--- src/bls_pkg.sv ---
`timescale 1ns / 1ps

package bls_pkg;

  localparam int COORD_BITS  = 15;
  localparam int SPAN_X_BITS = COORD_BITS + 1;
  localparam int SPAN_Y_BITS = COORD_BITS + 2;
  localparam int ERR_BITS    = COORD_BITS + 3;
  localparam int DBL_BITS    = ERR_BITS + 1;

  localparam int QUEUE_DEPTH = 2;
  localparam int QPTR_BITS   = (QUEUE_DEPTH > 1) ? $clog2(QUEUE_DEPTH) : 1;
  localparam int QCNT_BITS   = $clog2(QUEUE_DEPTH + 1);

  typedef logic signed [COORD_BITS-1:0]  coord_t;
  typedef logic signed [SPAN_X_BITS-1:0] diff_t;
  typedef logic        [SPAN_X_BITS-1:0] span_x_t;
  typedef logic signed [SPAN_Y_BITS-1:0] span_y_t;
  typedef logic signed [ERR_BITS-1:0]    err_t;
  typedef logic signed [DBL_BITS-1:0]    dbl_t;

  typedef enum logic {
    CMD_START = 1'b0,
    CMD_STEP  = 1'b1
  } cmd_t;

  // One classified transaction as it sits in the queue
  typedef struct packed {
    cmd_t    cmd;
    coord_t  x_start;
    coord_t  y_start;
    coord_t  x_end;
    coord_t  y_end;
    logic    pen_black;
    span_x_t span_x;
    span_y_t span_y_neg;
    logic    dir_x_neg;
    logic    dir_y_neg;
    logic    at_goal;
  } job_t;

  typedef struct packed {
    logic full;
    logic empty;
  } queue_stat_t;

endpackage

--- src/bls_front.sv ---
`timescale 1ns / 1ps

module bls_front (
  input  logic               clk,
  input  logic               rst,
  input  logic               in_valid,
  output logic               in_stall,
  input  logic               cmd,
  input  bls_pkg::coord_t    x_start,
  input  bls_pkg::coord_t    y_start,
  input  bls_pkg::coord_t    x_end,
  input  bls_pkg::coord_t    y_end,
  input  logic               pen_black,
  input  bls_pkg::queue_stat_t q_stat,
  output logic               push,
  output bls_pkg::job_t      push_job
);
  import bls_pkg::*;

  logic  held;
  job_t  job;
  job_t  job_next;
  diff_t dx_fwd, dx_rev, dy_fwd, dy_rev;
  logic  x_lt, y_lt;

  // start set-up: both signed differences in parallel, pick by direction
  always_comb begin
    dx_fwd = diff_t'(x_end) - diff_t'(x_start);
    dx_rev = diff_t'(x_start) - diff_t'(x_end);
    dy_fwd = diff_t'(y_end) - diff_t'(y_start);
    dy_rev = diff_t'(y_start) - diff_t'(y_end);
    x_lt   = x_start < x_end;
    y_lt   = y_start < y_end;

    job_next.cmd        = cmd_t'(cmd);
    job_next.x_start    = x_start;
    job_next.y_start    = y_start;
    job_next.x_end      = x_end;
    job_next.y_end      = y_end;
    job_next.pen_black  = pen_black;
    job_next.span_x     = span_x_t'(x_lt ? dx_fwd : dx_rev);
    job_next.span_y_neg = span_y_t'(y_lt ? dy_rev : dy_fwd);
    job_next.dir_x_neg  = !x_lt;
    job_next.dir_y_neg  = !y_lt;
    job_next.at_goal    = (x_start == x_end) && (y_start == y_end);
  end

  assign push     = held && !q_stat.full;
  assign in_stall = held && q_stat.full;
  assign push_job = job;

  always_ff @(posedge clk) begin
    if (rst) begin
      held <= 1'b0;
    end else if (!in_stall) begin
      held <= in_valid;
    end
  end

  always_ff @(posedge clk) begin
    if (in_valid && !in_stall) begin
      job <= job_next;
    end
  end

endmodule

--- src/bls_queue.sv ---
`timescale 1ns / 1ps

module bls_queue (
  input  logic                 clk,
  input  logic                 rst,
  input  logic                 push,
  input  bls_pkg::job_t        push_job,
  input  logic                 pop,
  output bls_pkg::job_t        head_job,
  output bls_pkg::queue_stat_t q_stat
);
  import bls_pkg::*;

  job_t                 slots [QUEUE_DEPTH];
  logic [QPTR_BITS-1:0] wr_ptr, rd_ptr;
  logic [QCNT_BITS-1:0] count;
  logic                 do_push, do_pop;

  assign q_stat.empty = (count == '0);
  assign q_stat.full  = (count == QCNT_BITS'(QUEUE_DEPTH));
  assign do_push      = push && !q_stat.full;
  assign do_pop       = pop && !q_stat.empty;
  assign head_job     = slots[rd_ptr];

  function automatic logic [QPTR_BITS-1:0] ptr_inc(input logic [QPTR_BITS-1:0] p);
    ptr_inc = (p == QPTR_BITS'(QUEUE_DEPTH - 1)) ? '0 : p + QPTR_BITS'(1);
  endfunction

  always_ff @(posedge clk) begin
    if (rst) begin
      wr_ptr <= '0;
      rd_ptr <= '0;
      count  <= '0;
    end else begin
      if (do_push) begin
        wr_ptr <= ptr_inc(wr_ptr);
      end
      if (do_pop) begin
        rd_ptr <= ptr_inc(rd_ptr);
      end
      if (do_push && !do_pop) begin
        count <= count + QCNT_BITS'(1);
      end else if (do_pop && !do_push) begin
        count <= count - QCNT_BITS'(1);
      end
    end
  end

  always_ff @(posedge clk) begin
    if (do_push) begin
      slots[wr_ptr] <= push_job;
    end
  end

endmodule

--- src/bls_back.sv ---
`timescale 1ns / 1ps

module bls_back (
  input  logic                 clk,
  input  logic                 rst,
  input  bls_pkg::job_t        head_job,
  input  bls_pkg::queue_stat_t q_stat,
  output logic                 pop,
  output logic                 out_valid,
  input  logic                 out_stall,
  output bls_pkg::coord_t      pixel_x,
  output bls_pkg::coord_t      pixel_y,
  output logic                 ink,
  output logic                 last_pixel
);
  import bls_pkg::*;

  coord_t  cur_x, cur_y, goal_x, goal_y;
  logic    dir_x_neg, dir_y_neg;
  span_x_t span_x;
  span_y_t span_y_neg;
  err_t    err_acc;
  logic    busy;
  logic    held_ink;

  logic    adv;
  logic    is_start;
  logic    emits;
  dbl_t    dbl, sx_dbl, sy_dbl;
  logic    move_x, move_y;
  err_t    err_step, err_init;
  coord_t  x_step, y_step;
  logic    step_last;

  assign adv      = !out_valid || !out_stall;
  assign pop      = !q_stat.empty && adv;
  assign is_start = (head_job.cmd == CMD_START);
  assign emits    = is_start || busy;

  // one Bresenham step: doubled error against both spans
  always_comb begin
    dbl      = $signed({err_acc, 1'b0});
    sx_dbl   = $signed({{(DBL_BITS - SPAN_X_BITS){1'b0}}, span_x});
    sy_dbl   = dbl_t'(span_y_neg);
    move_x   = dbl >= sy_dbl;
    move_y   = dbl <= sx_dbl;
    err_step = err_acc
             + (move_x ? err_t'(span_y_neg) : '0)
             + (move_y ? $signed({{(ERR_BITS - SPAN_X_BITS){1'b0}}, span_x}) : '0);
    x_step   = cur_x;
    y_step   = cur_y;
    if (move_x) begin
      x_step = dir_x_neg ? cur_x - coord_t'(1) : cur_x + coord_t'(1);
    end
    if (move_y) begin
      y_step = dir_y_neg ? cur_y - coord_t'(1) : cur_y + coord_t'(1);
    end
    step_last = (x_step == goal_x) && (y_step == goal_y);
    err_init  = $signed({{(ERR_BITS - SPAN_X_BITS){1'b0}}, head_job.span_x})
              + err_t'(head_job.span_y_neg);
  end

  always_ff @(posedge clk) begin
    if (rst) begin
      out_valid <= 1'b0;
      busy      <= 1'b0;
    end else begin
      if (adv) begin
        out_valid <= pop && emits;
      end
      if (pop) begin
        if (is_start) begin
          busy <= !head_job.at_goal;
        end else if (busy) begin
          busy <= !step_last;
        end
      end
    end
  end

  always_ff @(posedge clk) begin
    if (pop) begin
      if (is_start) begin
        cur_x      <= head_job.x_start;
        cur_y      <= head_job.y_start;
        goal_x     <= head_job.x_end;
        goal_y     <= head_job.y_end;
        dir_x_neg  <= head_job.dir_x_neg;
        dir_y_neg  <= head_job.dir_y_neg;
        span_x     <= head_job.span_x;
        span_y_neg <= head_job.span_y_neg;
        err_acc    <= err_init;
        held_ink   <= head_job.pen_black;
        pixel_x    <= head_job.x_start;
        pixel_y    <= head_job.y_start;
        ink        <= head_job.pen_black;
        last_pixel <= head_job.at_goal;
      end else if (busy) begin
        cur_x      <= x_step;
        cur_y      <= y_step;
        err_acc    <= err_step;
        pixel_x    <= x_step;
        pixel_y    <= y_step;
        ink        <= held_ink;
        last_pixel <= step_last;
      end
    end
  end

endmodule

--- src/bresenham_line_stepper.sv ---
// Bresenham line stepper. A start transaction (cmd 0) loads both endpoints
// and the ink colour and yields the start pixel; each step transaction
// (cmd 1) yields the next pixel of the line, the end point flagged with
// last_pixel, after which the engine is idle and further steps yield
// nothing. A start while a line is running abandons it. Sustained rate is
// one transaction per clock while out_stall is low, so one pixel per clock
// on a running line; the figure is set by the stepping unit, whose
// doubled-error compare and error update are combinational. A transaction
// passes through the front register (which works out spans and directions
// for starts), then a slot of the two-entry queue, into the output
// register. The queue lets the front keep taking transactions while a
// finished pixel waits on out_stall.
`timescale 1ns / 1ps

module bresenham_line_stepper (
  input  logic            clk,
  input  logic            rst,
  // command channel
  input  logic            in_valid,
  output logic            in_stall,
  input  logic            cmd,
  input  bls_pkg::coord_t x_start,
  input  bls_pkg::coord_t y_start,
  input  bls_pkg::coord_t x_end,
  input  bls_pkg::coord_t y_end,
  input  logic            pen_black,
  // pixel channel
  output logic            out_valid,
  input  logic            out_stall,
  output bls_pkg::coord_t pixel_x,
  output bls_pkg::coord_t pixel_y,
  output logic            ink,
  output logic            last_pixel
);
  import bls_pkg::*;

  queue_stat_t q_stat;
  logic        push;
  job_t        push_job;
  logic        pop;
  job_t        head_job;

  // front: takes transactions, classifies, prepares start set-up
  bls_front u_front (
    .clk       (clk),
    .rst       (rst),
    .in_valid  (in_valid),
    .in_stall  (in_stall),
    .cmd       (cmd),
    .x_start   (x_start),
    .y_start   (y_start),
    .x_end     (x_end),
    .y_end     (y_end),
    .pen_black (pen_black),
    .q_stat    (q_stat),
    .push      (push),
    .push_job  (push_job)
  );

  // short queue decoupling front from stepper
  bls_queue u_queue (
    .clk      (clk),
    .rst      (rst),
    .push     (push),
    .push_job (push_job),
    .pop      (pop),
    .head_job (head_job),
    .q_stat   (q_stat)
  );

  // back: line state, error stepping, output register
  bls_back u_back (
    .clk        (clk),
    .rst        (rst),
    .head_job   (head_job),
    .q_stat     (q_stat),
    .pop        (pop),
    .out_valid  (out_valid),
    .out_stall  (out_stall),
    .pixel_x    (pixel_x),
    .pixel_y    (pixel_y),
    .ink        (ink),
    .last_pixel (last_pixel)
  );

endmodule

--- config.mk ---
export PLATFORM = sky130hd
export DESIGN_NAME = bresenham_line_stepper
export DESIGN_NICKNAME = d
export VERILOG_FILES = /design/src/bls_pkg.sv /design/src/bls_front.sv /design/src/bls_queue.sv /design/src/bls_back.sv /design/src/bresenham_line_stepper.sv
export SDC_FILE = /design/constraint.sdc
export NUM_CORES = 1
export LEC_CHECK = 0
export BUFFER_PORTS_ARGS = -buffer_cell sky130_fd_sc_hd__buf_4
export CORE_MARGIN = 3
export CORE_UTILIZATION = 50
export DETAILED_ROUTE_END_ITERATION = 7
export GPL_ROUTABILITY_DRIVEN = 0
export PLACE_DENSITY_LB_ADDON = 0.3
export SYNTH_ARGS = -nofsm -noshare
export SYNTH_HDL_FRONTEND = slang
export SYNTH_SLANG_ARGS = --single-unit
--- constraint.sdc ---
create_clock -name clk -period 13.15 [get_ports clk]
set_input_delay 0.6575 -clock clk [delete_from_list [all_inputs] [get_ports clk]]
set_output_delay 0.6575 -clock clk [all_outputs]
set_load 0.02 [all_outputs]
==> results of run 1 <==
-- through the flow --
step	std cells	hold WS [ns]	util (%)
2_1_floorplan	1794	0.4215	-
3_3_place_gp	2435	0.4214	54.41
3_5_place_dp	2435	0.4306	54.41
4_1_cts	2507	0.2888	57.34
5_1_grt	2507	0.2883	57.34
6_report	2507	0.3099	57.34
-- critical path: stages, from the launching register on --
cell and delay (ns):
edfxtp_1 0.42, ha_1 0.33, nand4_1 0.13, nor4_1 0.58
o31a_1 0.38, or2_1 0.31, buf_4 0.38, nand2_1 0.12
fa_1 0.48, inv_1 0.04, ha_1 0.32, o21ai_0 0.09
nand2b_1 0.10, a21o_1 0.21, a31o_2 0.27, a211oi_1 0.22
nor3_1 0.12, a221o_1 0.37, a31oi_1 0.21, xnor2_1 0.14
mux2i_1 0.08
-- how the worst max path moves through the flow --
stage,startpoint,end,slack [ns],cells after the start
finish,u_back.err_acc[9],u_back.err_acc[17],7.55,20
global route,u_back.err_acc[14],u_back.err_acc[16],7.18,21
CTS,u_back.err_acc[9],u_back.err_acc[17],7.57,20
detailed placement,u_back.err_acc[9],u_back.err_acc[17],7.57,20
global placement,u_back.err_acc[9],u_back.err_acc[17],7.63,20
floorplan,u_queue.count[0],u_front.push_job[0],7.66,3
-- cell families after synthesis --
kind of cell    after synthesis
flops                       414
fa+ha+maj                   178
buf+inv                     236
simple gates                347
compound gates              391
xor+xnor                    108
mux                         120
-- per-layer routing --
metal	vias up	part of all wire [%]	wire, um	track usage (%)
met5	-	0	0	0
met4	0	2.7	1332	6.110
met3	78	5.7	2873	2.625
met2	414	45	22830	33.52
met1	6909	46	23210	31.71
li1	6794	-	-	-
-- registers in the layout (all words and copies together), names as in the netlist, named ones only --
name and cells:
u_back.dir_y_neg 1, u_queue.rd_ptr 1, u_front.held 1, u_back.pixel_x 15
u_back.pixel_y 15, u_back.ink 1, u_back.out_valid 1, u_back.goal_x 15
u_back.span_x 16, u_queue.wr_ptr 1, u_queue.count 2, u_back.busy 1
u_back.goal_y 15, u_back.held_ink 1, u_back.last_pixel 1, u_back.dir_x_neg 1
u_queue.slots 194, u_back.err_acc 18, u_front.push_job 97, u_back.span_y_neg 16
-- layout make-up --
class / count / area share (%)
clock buffers: 49 / 4.323
clock inverters: 23 / 0.7833
inverters: 181 / 2.726
multi-input cells: 1144 / 36.30
flip-flops and latches: 414 / 49.58
well taps: 585 / 2.937
repair buffers: 111 / 3.344
-- cells in the final DEF, fill, tap and decap left out, types with 7 or more instances in the layout --
cell,synthesis,routed
clkbuf_16,0,42
ha_1,154,154
a211oi_1,36,36
o31ai_1,7,7
a31oi_1,13,13
fa_1,24,24
and2_1,7,7
xor2_1,44,44
nor2_1,85,82
o21ai_0,52,52
and3_1,14,13
a21o_1,56,56
buf_4,1,111
o21ai_1,8,8
nand4_1,16,16
nor2b_1,42,41
nand3_1,17,17
mux2_2,69,69
dfxtp_1,8,7
nand2b_1,18,18
clkbuf_1,45,7
a21oi_1,119,119
edfxtp_1,406,406
mux2i_1,51,49
nand2_1,90,90
xnor2_1,63,63
o22ai_1,7,7
nor3_1,22,22
o21a_1,12,12
o21bai_1,8,8
inv_1,181,181
clkinv_1,0,7
-- power by group through the flow --
| stage | registers, mW | clock network [mW] | logic, mW |
|---|---|---|---|
| final | 2.02 | 1.12 | 3.02 |
| after global routing | 2.05 | 1.20 | 3.35 |
| after CTS | 2.02 | 1.14 | 3.01 |
| after detailed placement | 2.05 | 0 | 2.98 |
| after global placement | 2.03 | 0 | 2.92 |
| after floorplan | 2.01 | 0 | 2.19 |
==> results_dict.tcl, run 1 <==
set metrics [dict create \
    crit_type "reg -> reg" \
    slew_viol_final 0 \
    synth_ff_type "edfxtp_1" \
    timing.rr.end "u_back.err_acc[17]" \
    yosysUniqueCellTypes 79 \
    synth_common_cells "406 x edfxtp_1, 181 x inv_1, 154 x ha_1" \
    finalSetupTns_ns 0 \
    postSynthAreaPerCell_um2 12.39 \
    io_pins 100 \
    r2r_slack_ns 7.55 \
    multiInputGateArea_um2 9046 \
    async_flop_share_pct 0 \
    ir_worst_vdd_mv 0.1128 \
    root_buffer "clkbuf_16" \
    leakage_nw 10.00 \
    yosysTopAreaCell "edfxtp_1" \
    wl_per_cell_um 20.04 \
    p_sw_mw 2.466 \
    place_ws_ns 7.568 \
    synth-compound-area-share_pct 11.65 \
    sequentialPowerShare_pct 32.9 \
    rsz0062_at_grt "false" \
    cp-start-kind "flip-flop" \
    synth_mux_area_share_pct 5.790 \
    synth_top_family_by_area "compound AO/OA/AOI/OAI gates" \
    ys_ff_latch 414 \
    drc_errors 0 \
    yosys.area_share.adder_pct 10.83 \
    reg2reg_depth 20 \
    track_usage_pct 21.40 \
    antenna_found_initial 1 \
    postCtsSetupBuffers 0 \
    ant_nets 0 \
    core_um2 43460 \
    grt_pass1_vias 14050 \
    clock_sinks 414 \
    port-buffer-count 99 \
    grt_pass1_wl_um 79120 \
    design.die.area_um2 47040 \
    synth_most_common_cell "edfxtp_1" \
    vias 14200 \
    dp_hpwl_um 36770 \
    finalClockSkew_ns 0.01573 \
    comb_power_share_pct 49.0 \
    setup_slack_ns 7.554 \
    finalHoldViolations 0 \
    critPathCaptureType "flip-flop" \
    whs_endpoint "u_front.push_job[76]" \
    synthXorXnorAreaFrac_pct 4.322 \
    min_path_type "in -> reg" \
    area.sequential_um2 12360 \
    die_h_um 216.9 \
    crit_required_ns 13.42 \
    dr.pass1.iters 5 \
    clk_latency_ns 0.55 \
    yosysSeqAreaShare_pct 55.55 \
    reg2reg_from "u_back.err_acc[9]" \
    min_period_over_period_pct 42.56 \
    yosys.area.top_type_share_pct 54.83 \
    rows 76 \
    place_area_um2 23650 \
    cts_tree "built" \
    diodes 0 \
    syn_inst 1794 \
    ys_top_cells_by_area "edfxtp_1 55%, ha_1 8.7%, mux2_2 3.5%" \
    worstHoldStart "y_start[9]" \
    drive_gt1_share_pct 13.74 \
    min_delay_path_depth 1 \
    cellPowerDensity_nw_per_um2 247.1 \
    maxCapViolCount 0 \
    die_w_um 216.9 \
    ctsHoldBuffers 0 \
    fmax_mhz 178.7 \
    period_minus_slack_ns 5.596 \
    cts.clk_slew.worst_paths_ns 0.06 \
    fillers 3431 \
    p_clk_share_pct 18.1 \
    worst_pin_slew_ns 1.036 \
    synth_edf_count 406 \
    initial_core_util_pct 51.17 \
    syn_nets 2038 \
    yosys_warnings 0 \
    synth-simple-area-share_pct 7.827 \
    cp.arrival_ns 5.87 \
    vias_per_cell 5.662 \
    grt_overflow_total 0 \
    cts_max_level 2 \
    setup_viol 0 \
    final_nets 2138 \
    cts_made_buffers 42 \
    switching_share_pct 40.06 \
    total_power_mw 6.156 \
    relSlewSlack_pct 30.90 \
    cts_resized 0 \
    grt_max_degree 76 \
    syn_area_um2 22240 \
    area_growth_pct 12.07 \
    outcome "completed" \
    cell_internal_pwr_mw 3.690 \
    finalInstanceArea_um2 24920 \
    wl_um 50240 \
    cts_buffer_depth 3 \
    drt_iter0_drc 1095 \
    cp_max_fo 26 \
]
(Power assumes the default switching activity.)
==> run 2: changes to the inputs <==
==> constraint.sdc (replaced) <==
create_clock -name clk -period 5.1 [get_ports clk]
set_input_delay 0.255 -clock clk [delete_from_list [all_inputs] [get_ports clk]]
set_output_delay 0.255 -clock clk [all_outputs]
set_load 0.02 [all_outputs]
==> results_dict.tcl, run 2 (synthesized netlist as in run 1, its figures left out) <==
set metrics [dict create \
    dr.pass1.iters 5 \
    r2r_slack_ns 0.16 \
    design.die.area_um2 47040 \
    cp_slowest_cell "edfxtp_1" \
    worstHoldStart "u_front.push_job[80]" \
    wl_per_cell_um 19.90 \
    outcome "completed" \
    cellPowerDensity_nw_per_um2 640.2 \
    diodes 0 \
    cp_cell_sequence "buf_4, ha_1, a21oi_1, o21ai_0, nand2b_1, a41oi_2, or2_4, and2_1, fa_1, ha_1, inv_1, fa_1, nor2b_1, o21ai_0, nand2b_1, a21o_1, a31o_2, a211oi_2, nor3_2, a221o_1, buf_4, xnor2_1, a21oi_1" \
    grt_overflow_total 0 \
    drt_iter0_drc 1143 \
    grt_pass1_vias 14440 \
    setup_viol 0 \
    fmax_mhz 202.3 \
    clock_sinks 414 \
    slew_viol_final 0 \
    initial_core_util_pct 51.17 \
    cp_num_buf_inv 3 \
    total_power_mw 16.71 \
    track_usage_pct 21.72 \
    cp_max_fo 6 \
    clk_latency_ns 0.55 \
    maxCapViolCount 0 \
    fillers 3314 \
    drive_gt1_share_pct 15.71 \
    wl_um 51810 \
    period_minus_slack_ns 4.943 \
    whs_endpoint "u_queue.slots[0][80]" \
    drc_errors 0 \
    critPathCaptureType "flip-flop" \
    io_pins 100 \
    place_ws_ns -0.1894 \
    reg2reg_from "u_back.err_acc[11]" \
    port-buffer-count 99 \
    crit_required_ns 5.39 \
    cts_buffer_depth 3 \
    final_cell_mix "406 x edfxtp_1, 181 x inv_1, 150 x ha_1" \
    grt_pass1_wl_um 80410 \
    vias_per_cell 5.636 \
    grt_max_degree 70 \
    final_cells 2603 \
    finalClockSkew_ns 0.01237 \
    core_um2 43460 \
    rows 76 \
    area_growth_pct 17.40 \
    dp_hpwl_um 37370 \
    ir_worst_vdd_mv 0.3091 \
    cp-start-kind "flip-flop" \
    reg2reg_depth 23 \
    largest_reg_flops 194 \
    die_h_um 216.9 \
    die_w_um 216.9 \
    root_buffer "clkbuf_16" \
    cts.clk_slew.worst_paths_ns 0.07 \
    cp.arrival_ns 5.23 \
    antenna_found_initial 1 \
    setup_slack_ns 0.1571 \
    crit_path_max_incr_delay_ns 0.45 \
    top_register "u_queue.slots" \
    final_common_cell "edfxtp_1" \
    worst_pin_slew_ns 0.9801 \
    vias 14670 \
    min_delay_path_depth 0 \
    finalHoldViolations 0 \
    relSlewSlack_pct 34.50 \
    min_path_type "reg -> reg" \
    path_delay_family "compound AO/OA/AOI/OAI gates" \
    final_nets 2230 \
    timing.rr.end "u_back.err_acc[15]" \
    min_period_over_period_pct 96.92 \
    dp.cells 2450 \
    crit_type "reg -> reg" \
    cts_made_buffers 43 \
    cts_max_level 2 \
    cts_tree "built" \
    leakage_nw 10.51 \
    ant_nets 0 \
]
run 2: worst register-to-register path, delay by kind of cell (launching register included):
family | cells | cell delay, ns
adder cells (fa/ha/maj) | 4 | 1.09
XOR/XNOR | 1 | 0.19
buffers and inverters | 3 | 0.39
AO/OA/AOI/OAI | 9 | 1.70
AND/OR/NAND/NOR | 6 | 0.85
flip-flops | 1 | 0.45
run 2: layer usage:
| metal | vias up | wire length, um | track usage (%) |
|---|---|---|---|
| met5 | - | 0 | 0 |
| met4 | 0 | 1624 | 7.088 |
| met3 | 97 | 3021 | 2.806 |
| met2 | 484 | 23850 | 34.91 |
| met1 | 7104 | 23310 | 30.95 |
| li1 | 6986 | - | - |
run 2: worst max path at each step:
stage	from	endpoint	slack, ns	cells after the start
4_1_cts	u_back.err_acc[14]	u_back.err_acc[17]	0.01	21
3_5_place_dp	u_back.err_acc[7]	u_back.err_acc[16]	-0.19	20
5_1_grt	u_back.err_acc[11]	u_back.err_acc[16]	-0.07	22
3_3_place_gp	u_back.err_acc[7]	u_back.err_acc[17]	-0.07	21
6_report	u_back.err_acc[11]	u_back.err_acc[15]	0.16	23
2_1_floorplan	u_back.err_acc[17]	u_back.err_acc[16]	0.001	23
run 2: area by class of cell:
| class | count | area, um^2 | area share, % |
|---|---|---|---|
| flip-flops and latches | 414 | 12360 | 47.33 |
| clock buffers | 47 | 1091 | 4.179 |
| inverters | 181 | 679.4 | 2.603 |
| multi-input cells | 1144 | 9175 | 35.15 |
| well taps | 585 | 732.0 | 2.804 |
| repair buffers | 202 | 1692 | 6.480 |
| clock inverters | 30 | 380.4 | 1.457 |
run 2: power by group:
| group | leakage, nW | switching, mW | internal (mW) |
|---|---|---|---|
| combinational | 5.94 | 4.78 | 3.48 |
| clock | 0.713 | 1.31 | 1.96 |
| sequential | 3.85 | 0.487 | 4.70 |
run 2: timing repair:
item | 4_1_cts | 5_1_grt
gates resized for setup | 7 | 14
buffers inserted | 0 | 11
endpoints found under the setup margin | 4 | 5
pin swaps | 0 | 11
hold buffers | 65 | 0
cloned | 0 | 0
endpoints found under the hold margin | 69 | 0
run 2: per-stage QoR:
step / instance area [um^2] / TNS (ns) / utilization [%] / hold slack, ns
6_report: 26110 / 0 / 60.07 / 0.4441
5_1_grt: 26110 / -0.1304 / 60.07 / 0.4406
4_1_cts: 25940 / 0 / 59.70 / 0.4247
3_5_place_dp: 23770 / -0.4103 / 54.70 / 0.4313
3_3_place_gp: 23770 / -0.1129 / 54.70 / 0.4217
2_1_floorplan: 22250 / 0 / - / 0.3539
==> run 3: changes to the inputs <==
--- a/config.mk
+++ b/config.mk
@@ -11,6 +11,7 @@
 export DETAILED_ROUTE_END_ITERATION = 7
 export GPL_ROUTABILITY_DRIVEN = 0
 export PLACE_DENSITY_LB_ADDON = 0.3
+export SETUP_SLACK_MARGIN = 0.2
 export SYNTH_ARGS = -nofsm -noshare
 export SYNTH_HDL_FRONTEND = slang
 export SYNTH_SLANG_ARGS = --single-unit
==> results_dict.tcl, run 3 (synthesized netlist as in run 1, its figures left out) <==
set metrics [dict create \
    cp_max_fo 12 \
    cts_tree "built" \
    slew_viol_final 0 \
    initial_core_util_pct 51.17 \
    ir_worst_vdd_mv 0.3265 \
    area_growth_pct 16.95 \
    worst_pin_slew_ns 0.9811 \
    crit_type "reg -> reg" \
    rsz0062_at_grt "true" \
    grt_overflow_total 0 \
    final_nets 2228 \
    finalClockSkew_ns 0.02135 \
    fmax_mhz 211.0 \
    drive_gt1_share_pct 15.53 \
    dp_hpwl_um 37460 \
    io_pins 100 \
    setup_viol 0 \
    root_buffer "clkbuf_16" \
    wl_per_cell_um 20.04 \
    ant_nets 0 \
    finalHoldViolations 0 \
    design.die.area_um2 47040 \
    port-buffer-count 99 \
    outcome "completed" \
    dp.cells 2443 \
    cts_made_buffers 42 \
    die_w_um 216.9 \
    relSlewSlack_pct 34.44 \
    antenna_found_initial 1 \
    cellPowerDensity_nw_per_um2 642.7 \
    diodes 0 \
    leakage_nw 10.44 \
    maxCapViolCount 0 \
    cts_buffer_depth 3 \
    drt_iter0_drc 1129 \
    critPathCaptureType "flip-flop" \
    finalSetupTns_ns 0 \
    grt_max_degree 98 \
    grt_pass1_wl_um 80930 \
    vias 14690 \
    top_register "u_queue.slots" \
    min_path_type "reg -> reg" \
    wl_um 52110 \
    crit_required_ns 5.39 \
    drc_errors 0 \
    final_cell_mix "406 x edfxtp_1, 180 x inv_1, 149 x ha_1" \
    grt_pass1_vias 14590 \
    largest_reg_flops 194 \
    clk_latency_ns 0.55 \
    final_common_cell "edfxtp_1" \
    track_usage_pct 21.92 \
    dr.pass1.iters 5 \
    cp.arrival_ns 5.03 \
    cts_max_level 2 \
    vias_per_cell 5.646 \
    min_period_over_period_pct 92.91 \
    cts.clk_slew.worst_paths_ns 0.07 \
    core_um2 43460 \
    period_minus_slack_ns 4.738 \
    rows 76 \
    clock_sinks 414 \
    cp-start-kind "flip-flop" \
    final_cells 2601 \
    die_h_um 216.9 \
]
## run 3: cell count changes in the layout (fill, tap and decap cells not counted), moves of 2 or more
cell           previous run  this run
buf_4                   136       132
bufinv_16                 8         2
clkbuf_1                  4         7
clkinv_1                  6         8
clkinv_2                  7         3
clkinv_4                  3         5
dlygate4sd3_1            65        67
fa_1                     24        22
fa_2                      0         2
## run 3: report_power, final
group / internal, mW / switching (mW) / leakage, nW
clock: 1.67 / 1.30 / 0.635
sequential: 4.70 / 0.514 / 3.85
combinational: 3.65 / 4.89 / 5.95
total: 10.0 / 6.70 / 10.4
## run 3: routing by layer
| metal | GRT usage, % | vias up | wire (um) |
|---|---|---|---|
| met2 | 35.86 | 480 | 24350 |
| li1 | - | 6967 | - |
| met1 | 31.30 | 7158 | 23130 |
| met3 | 2.513 | 78 | 3308 |
| met5 | 0 | - | 12 |
| met4 | 6.197 | 2 | 1309 |
## run 3: final timing paths
check                            start                   end  slack, ns  depth (start not counted)
setup reg to reg    u_back.err_acc[13]    u_back.err_acc[17]       0.36                         20
hold reg to reg   u_front.push_job[85]  u_queue.slots[1][85]       0.44                          0
hold / removal    u_front.push_job[85]  u_queue.slots[1][85]       0.44                          0
setup / recovery    u_back.err_acc[13]    u_back.err_acc[17]       0.36                         20
## run 3: cell type report
type	instances	area, um^2
Clock inverter	26	229.0
Fill cell	3435	17450
Tap cell	585	732.0
Clock buffer	50	1102
Inverter	181	679.4
Timing Repair Buffer	201	1702
Multi-Input combinational cell	1144	9205
Sequential cell	414	12360
## run 3: stage by stage
step / utilization, % / power [mW] / hold slack [ns] / setup WS (ns) / instance area, um^2
2_1_floorplan: - / 10.93 / 0.3539 / 0.2051 / 22320
3_3_place_gp: 54.74 / 12.91 / 0.4215 / 0.2002 / 23790
3_5_place_dp: 54.74 / 13.14 / 0.4290 / 0.07166 / 23790
4_1_cts: 59.57 / 16.38 / 0.4091 / 0.2179 / 25890
5_1_grt: 59.84 / 17.81 / 0.4435 / 0.1449 / 26000
6_report: 59.84 / 16.71 / 0.4366 / 0.3618 / 26000
## run 3: worst max-delay path, stage by stage (launching register included)
cell       delay, ns
edfxtp_1        0.45
ha_4            0.26
buf_4           0.13
a21o_1          0.18
a2bb2oi_2       0.17
o311ai_4        0.13
o21ai_4         0.28
buf_4           0.16
buf_4           0.21
nand2_1         0.10
fa_1            0.50
inv_1           0.05
ha_1            0.35
a21o_1          0.22
a31o_4          0.24
a211oi_2        0.21
nor3_2          0.07
a221o_1         0.32
a31oi_1         0.18
xnor2_1         0.15
mux2i_1         0.09
## run 3: repair_timing
action,4_1_cts,5_1_grt
resized for setup,10,11
endpoints found under the hold margin,69,0
pin swaps,10,11
endpoints found under the setup margin,2,5
hold buffers,67,0
buffers inserted,7,8
